[config.mk]
export PLATFORM = sky130hd
export DESIGN_NAME = gha_ram
export DESIGN_NICKNAME = d
export VERILOG_FILES = /design/src/gha_ram.sv
export SDC_FILE = /design/constraint.sdc
export NUM_CORES = 1
export LEC_CHECK = 0
export BUFFER_PORTS_ARGS = -buffer_cell sky130_fd_sc_hd__buf_2
export CORE_MARGIN = 2
export CORE_UTILIZATION = 26
export DETAILED_ROUTE_END_ITERATION = 8
export HOLD_SLACK_MARGIN = 0.08
export PLACE_DENSITY = 0.42
export RECOVER_POWER = 100
export SLEW_MARGIN = 20
export SYNTH_ARGS = -nofsm -noshare
export SYNTH_HDL_FRONTEND = slang
export SYNTH_SLANG_ARGS = --single-unit
[constraint.sdc]
create_clock -name clock -period 1.8 [get_ports clock]
set_input_delay 0.09 -clock clock [delete_from_list [all_inputs] [get_ports clock]]
set_output_delay 0.09 -clock clock [all_outputs]
set_load 0.1 [all_outputs]
[src/gha_ram.sv]
// Generic single write port, single read port RAM with a registered read.
// Used for the slot table and the free stack. No dependencies.
`default_nettype none

module gha_ram #(
   parameter int WIDTH = 8,
   parameter int DEPTH = 16
) (
   input  wire logic                     clock,
   input  wire logic                     wr_en,
   input  wire logic [$clog2(DEPTH)-1:0] wr_addr,
   input  wire logic [WIDTH-1:0]         wr_data,
   input  wire logic [$clog2(DEPTH)-1:0] rd_addr,
   output logic      [WIDTH-1:0]         rd_data
);

   logic [WIDTH-1:0] mem_ff [DEPTH];

   // Write and registered read
   always_ff @(posedge clock) begin
      if (wr_en) begin
         mem_ff[wr_addr] <= wr_data;
      end
      rd_data <= mem_ff[rd_addr];
   end

endmodule : gha_ram

`default_nettype wire

# Word-level counts from Yosys, hierarchy flattened
# Memory sizes are Yosys's and may differ from the RTL's. A register that Yosys moved wholly into a read port is not among the register bits.
# Cells that the tools add are included.
[totals]
ram_bits = 128
register_bits = 0
output_inout_bits = 8
inputBits = 18
elab_cells = 3
mem_count = 1
[op_classes]
n_mux = 2
[memory_table]
columns = ["name", "words", "word_bits", "read_ports", "rd_clocked_by_memory_dff", "wr", "line_no", "source"]
rows = [
  ["mem_ff", 16, 8, 1, 1, 1, "17", "logic [WIDTH-1:0] mem_ff [DEPTH];"],
]
[op_table]
columns = ["cell", "count"]
rows = [
  ["2-to-1 mux 1 bit", 2],
]

# Depth between registers and ports, before layout
# Gate-level depths: netlist of run 1.
[depth]
ltp_word = 2
ltp_mapped = 5
ltp_nobuf = 3

# Least setup slack after synthesis of run 1
# OpenSTA, ideal clock, no wires.
[synth_path]
path_kind = "input -> register"
start = "in wr_addr[2]"
end = "mem mem_ff[0][0], enable pin"
setup_time_ns = 0.383
t_required_ns = 1.417
setup_slack_ns = 0.217
path_stages = 2
arrival_time_ns = 1.200
path_buffers = 0
cell_sequence = "or3b_2 > nor3_1"
[synth_rtl]
columns = ["element", "line_no", "source"]
rows = [
  ["from (decl)", "11", "input wire logic [$clog2(DEPTH)-1:0] wr_addr,"],
  ["to (decl)", "17", ""],
]
# No word-level cell before the write port.

==> results of run 1 <==
-- final cells by class --
class                      instances  area (um^2)  share of cell area
clock buffer                      17          425              0.0672
clock inverter                    14          183              0.0288
multi-input combinational         83         1060               0.167
sequential                       136         4000               0.632
tap                              265          332              0.0523
timing repair buffer              56          334              0.0527
-- worst paths after layout --
kind,endpoint,slack [ns],cells after the start
max reg2reg,rd_data[4]$_DFF_P_,0.37,4
min,rd_data[7]$_DFF_P_,0.27,5
min reg2reg,rd_data[3]$_DFF_P_,0.68,3
max,rd_data[4]$_DFF_P_,0.37,4
-- state kept, by name, summed over array words and instances, names as in the netlist --
register	flops
mem_ff	128
rd_data	8
-- metal layers --
layer | vias to the layer above | track usage | share of wire
met2 | 47 | 0.192 | 0.49
met4 | 0 | 0.0291 | 0.0028
met5 | - | 0 | 0
met1 | 1299 | 0.165 | 0.47
met3 | 2 | 0.0365 | 0.034
li1 | 1102 | - | -
-- power groups by stage --
stage                     Sequential [mW]  Combinational (mW)  Clock, mW
after global routing                 3.57               0.547       3.75
final                                3.56               0.510       3.54
after detailed placement             3.63               0.521          0
after global placement               3.63               0.518          0
after CTS                            3.56               0.534       3.63
after floorplan                      3.78               0.180          0
-- Yosys cell counts --
| library cell | instances |
|---|---|
| or3b_2 | 1 |
| nand3_1 | 1 |
| and2b_1 | 1 |
| nand2_1 | 9 |
| nor2_1 | 13 |
| edfxtp_1 | 128 |
| buf_6 | 3 |
| buf_2 | 3 |
| mux4_1 | 14 |
| nor3_1 | 4 |
| nand3b_1 | 2 |
| a22oi_1 | 16 |
| nand2b_1 | 2 |
| dfxtp_1 | 8 |
| mux4_2 | 18 |
| clkdlybuf4s25_2 | 3 |
| nor2b_1 | 1 |
| and2_1 | 1 |
| buf_4 | 1 |
-- worst min-delay path: cells and delay by family --
family	cells	cell delay, ns
buffers and inverters	2	0.30
AND/OR/NAND/NOR	2	0.15
AO/OA/AOI/OAI	1	0.10
-- metrics by stage --
step / total power [mW] / hold slack, ns / instances / util
after detailed placement: 4.15 / 0.504 / 533 / 0.295
final: 7.62 / 0.269 / 571 / 0.325
after global placement: 4.14 / 0.497 / 533 / 0.295
after CTS: 7.73 / 0.0809 / 571 / 0.330
after floorplan: 3.96 / 0.189 / 229 / -
after global routing: 7.87 / 0.320 / 571 / 0.325
-- kinds of logic (layout without fill, tap and decap cells) --
group | after synthesis | count (layout) | share of synthesized area
flip-flops | 136 | 136 | 0.778
multiplexers | 32 | 32 | 0.150
buffers and inverters | 10 | 87 | 0.0168
AND/OR/NAND/NOR | 35 | 35 | 0.0318
AO/OA/AOI/OAI | 16 | 16 | 0.0233
-- timing repair --
item / CTS / global route
setup endpoints to repair: 0 / 0
endpoints found under the hold margin: 99 / 0
hold buffers: 7 / 0
==> metrics.yaml, run 1 <==
outcome: "finished, final reports clean"
cts_made_buffers: 17
setup_tns_ns: 0
cts_tree: "yes"
finalNetCount: 312
root_buffer: "clkbuf_16"
dieHeight_um: 145
drv_slew: 0
grt_pass1_wl_um: 17300
antenna_found_initial: 0
crit_chain: "mux4_2, a22oi_1, clkbuf_1, nand2_1"
ys_ff_latch: 136
post_synth_main_area_contributors: "edfxtp_1 (75%), mux4_2 (7.9%), mux4_1 (7.1%)"
clock.fmax_mhz: 697
grt_max_degree: 20
drt_iter0_markers: 223
synth_nets: 247
worstPathArrival_ns: 1.73
pre_cts_ws_ns: 0.164
drive_above_1_share: 0.225
cp_max_fo: 1
worst_pin_slew_ns: 0.882
die_area_um2: 20900
cts_num_sinks: 136
start_util: 0.264
vias_per_cell: 4.29
dp_hpwl_um: 7460
skew_ns: 0.0115
stdcell_area_um2: 6330
coreArea_um2: 19500
cpPeakStageDelay_ns: 0.46
clock_path_buffers: 2
post_cts_buffers: 0
worstPathRequired_ns: 2.09
p_seq_frac: 0.468
wl_um: 11700
yosysTopAreaCell: "edfxtp_1"
setup.worst_path.class: "flop to flop"
ys_warn_count: 0
io_pins: 26
diodes: 0
powerDensity_nw_per_um2: 1200
first_pass_iters: 4
min_period_ns: 1.43
layout_commonest_cell: "edfxtp_1"
setup_viol: 0
rsz0062_at_grt: "false"
antenna_left: 0
overflow: 0
synth_seq_area_share: 0.778
clk_pin_slew_ns: 0.06
reg2reg_from: "mem_ff[2][4]$_DFFE_PP_"
switching_share: 0.213
power.internal_mw: 5.99
drc: 0
period_share: 0.797
nFillCells: 1884
ctsResizeCount: 0
first_global_vias: 2617
port_buffers: 25
placed_cell_area_um2: 5740
die_w_um: 145
cp.buffers_inverters: 1
max_cap_viol_count: 0
slowest_stage: "mux4_2"
clk_latency_ns: 0.41
wire_per_inst_um: 20.4
clkPwrFrac: 0.465
combPwrFrac: 0.067
synth_area_per_cell_um2: 22.5
layout_common_cells: "edfxtp_1 (128), clkbuf_1 (29), mux4_2 (18), clkbuf_16 (17), a22oi_1 (16)"
maxSlewHeadroom: 0.411
globalplace.congestion: 0.728
syn-instance-count: 229
ys_types: 19
syn_area_um2: 5150
yosysTopAreaCellShare: 0.747
p_leak_nw: 2.06
critPathTopFamily: "multiplexers"
hold_viol_final: 0
dr_total_vias: 2450
end_kind: "flop"
grt_util_all_layers: 0.121
startpoint: "mem_ff[2][4]$_DFFE_PP_"
htree_levels: 4
holdCritStartpoint: "rd_addr[3]"
num_rows: 51
peakVddDrop_mv: 0.784
p_sw_mw: 1.63
cp-start-kind: "flop"
setup_slack_ns: 0.365
area_delta_synth_final_pct: 23.1
min_path_type: "primary input to flop"
No activity file was read; power rests on OpenSTA's default activity.
==> run 2, diff against run 1 <==
clock period = 1.4 ns   (was 1.8 ns; I/O delays follow)
==> run 2 against run 1 <==
- via count up 1.4%
- flip-flop and latch count is the same
- global-route usage about the same
- highest routed layer unchanged
- first-iteration DRC count is 12% lower
- clock skew down 0.0040 ns
- clock power grew 18%
- design area down 0.36%
- combinational power rose by 29%
- routed wire length is 2.6% lower
- non-clock buffer count is the same
==> metrics.yaml, run 2 (synthesis results as in run 1) <==
outcome: "finished, final reports clean"
first_global_vias: 2620  # +0.11%
wl_met2_um: 5110  # -11%
drive_above_1_share: 0.218  # -0.00725
drc: 0  # unchanged
drv_slew: 0  # unchanged
cp-start-kind: "flop"
setup_slack_ns: 0.0588  # -0.307 ns
min_path_type: "primary input to flop"
slowest_stage: "clkbuf_2"
maxSlewHeadroom: 0.411  # about the same
nFillCells: 1885  # +0.053%
crit_chain: "clkbuf_2"
grt_util_all_layers: 0.121  # -0.000391
area_delta_synth_final_pct: 22.6
rsz0062_at_grt: "false"
die_w_um: 145  # unchanged
top_register: "mem_ff"
wl_um: 11400  # -2.6%
cp_max_fo: 1  # unchanged
drt_iter0_markers: 197  # -12%
grt_pass1_wl_um: 17100  # -1.1%
setup_viol: 0  # unchanged
rr_endpoint: "rd_data[0]$_DFF_P_"
reg2reg_from: "mem_ff[2][0]$_DFFE_PP_"
cts_num_sinks: 136  # unchanged
reg.largest.list: "mem_ff (128), rd_data (8)"
clk_pin_slew_ns: 0.05  # about the same
overflow: 0  # unchanged
dp_hpwl_um: 7320  # -1.9%
coreArea_um2: 19500  # unchanged
worst_pin_slew_ns: 0.882  # +0.000583 ns
min_to: "rd_data[0]$_DFF_P_"
num_rows: 51  # unchanged
period_share: 0.958
min_period_ns: 1.34
finalNetCount: 312  # unchanged
globalplace.congestion: 0.656  # -9.8%
dieHeight_um: 145  # unchanged
end_kind: "primary output"
highest_layer: "met4"
clock.fmax_mhz: 746
worstRegToRegCells: 3  # -1
startpoint: "rd_data[4]$_DFF_P_"
layout_common_cells: "edfxtp_1 (128), clkbuf_1 (34), mux4_2 (18), clkbuf_16 (17), mux4_1 (14)"
hold_viol_final: 0  # unchanged
cts_tree: "yes"
htree_levels: 4  # unchanged
p_leak_nw: 2.04  # -0.92%
powerDensity_nw_per_um2: 1490  # +24%
stdcell_area_um2: 6310  # -0.36%
max_cap_viol_count: 0  # unchanged
placed_cell_area_um2: 5750  # +0.17%
rrSetupSlack_ns: 0.07  # -0.30 ns
cp.buffers_inverters: 1  # unchanged
diodes: 0  # unchanged
worstPathArrival_ns: 1.27  # -0.46 ns
cts_made_buffers: 17  # unchanged
holdCritStartpoint: "rd_addr[1]"
wl_met1_um: 5570  # +1.6%
critPathTopFamily: "buffers and inverters"
skew_ns: 0.00752  # -0.00398 ns
root_buffer: "clkbuf_16"
finalNonFillerCells: 572  # +0.18%
grt_max_degree: 23  # +15%
largest_reg_flops: 128  # unchanged
peakVddDrop_mv: 0.824  # +5.1%
antenna_found_initial: 0  # unchanged
port_buffers: 25  # unchanged
pre_cts_ws_ns: -0.181  # -0.345 ns
wire_per_inst_um: 19.9  # -2.8%
vias_per_cell: 4.34  # +1.3%
antenna_left: 0  # unchanged
min_path_cells: 5  # unchanged
layout_commonest_cell: "edfxtp_1"
first_pass_iters: 4  # unchanged
dr_total_vias: 2485  # +1.4%
start_util: 0.264  # unchanged
io_pins: 26  # unchanged
clock_path_buffers: 2  # unchanged
clk_latency_ns: 0.42  # about the same
setup.worst_path.class: "flop to primary output"
worstPathRequired_ns: 1.33  # -0.76 ns
cpPeakStageDelay_ns: 0.48  # +0.02 ns
wl_met3_um: 510  # +28%
post_cts_buffers: 0  # unchanged
die_area_um2: 20900  # unchanged
placed_cells: 532  # -0.19%
[run 2: worst register-to-register path: cells and delay by family, from the launching register on]
| kind | cells | cell delay (ns) |
|---|---|---|
| DFF | 1 | 0.35 |
| muxes | 1 | 0.55 |
| AOI/OAI and AO/OA | 1 | 0.24 |
| and+or+nand+nor | 1 | 0.07 |
[run 2: layout make-up]
cell class / count / area (um^2) / share of cell area
Sequential cell: 136 / 4000 / 0.634
Timing Repair Buffer: 56 / 354 / 0.0561
Clock buffer: 27 / 473 / 0.0749
Multi-Input combinational cell: 83 / 1080 / 0.171
Tap cell: 265 / 332 / 0.0525
Clock inverter: 5 / 72.6 / 0.0115
[run 2: worst max path at each step]
stage,to,depth (start not counted),slack [ns]
2_1_floorplan,mem_ff[3][0]$_DFFE_PP_,2,0.06
3_3_place_gp,rd_data[5]$_DFF_P_,6,-0.17
3_5_place_dp,rd_data[5]$_DFF_P_,6,-0.18
4_1_cts,rd_data[7]$_DFF_P_,3,0.01
5_1_grt,rd_data[0]$_DFF_P_,3,0.005
6_report,rd_data[4],1,0.06
[run 2: what timing repair did]
item                                   CTS  global route
resized for setup                        2             2
hold buffers                             8             0
endpoints found under the hold margin  128             0
setup endpoints to repair                2             2
[run 2: metrics by stage]
stage | power, mW | hold WS [ns] | util | setup TNS [ns]
2_1_floorplan | 5.09 | 0.169 | - | 0
3_3_place_gp | 5.32 | 0.468 | 0.295 | -0.988
3_5_place_dp | 5.33 | 0.479 | 0.295 | -0.733
4_1_cts | 9.53 | 0.223 | 0.328 | 0
5_1_grt | 9.73 | 0.286 | 0.324 | 0
6_report | 9.40 | 0.274 | 0.324 | 0
[run 2: routing by layer]
metal,vias up,track usage
met4,0,0.0419
li1,1101,-
met2,58,0.173
met1,1314,0.169
met5,-,0
met3,12,0.0441
[run 2: power breakdown]
group	internal, mW	switching [mW]
registers	4.56	0.0306
clock network	2.65	1.50
logic	0.203	0.454
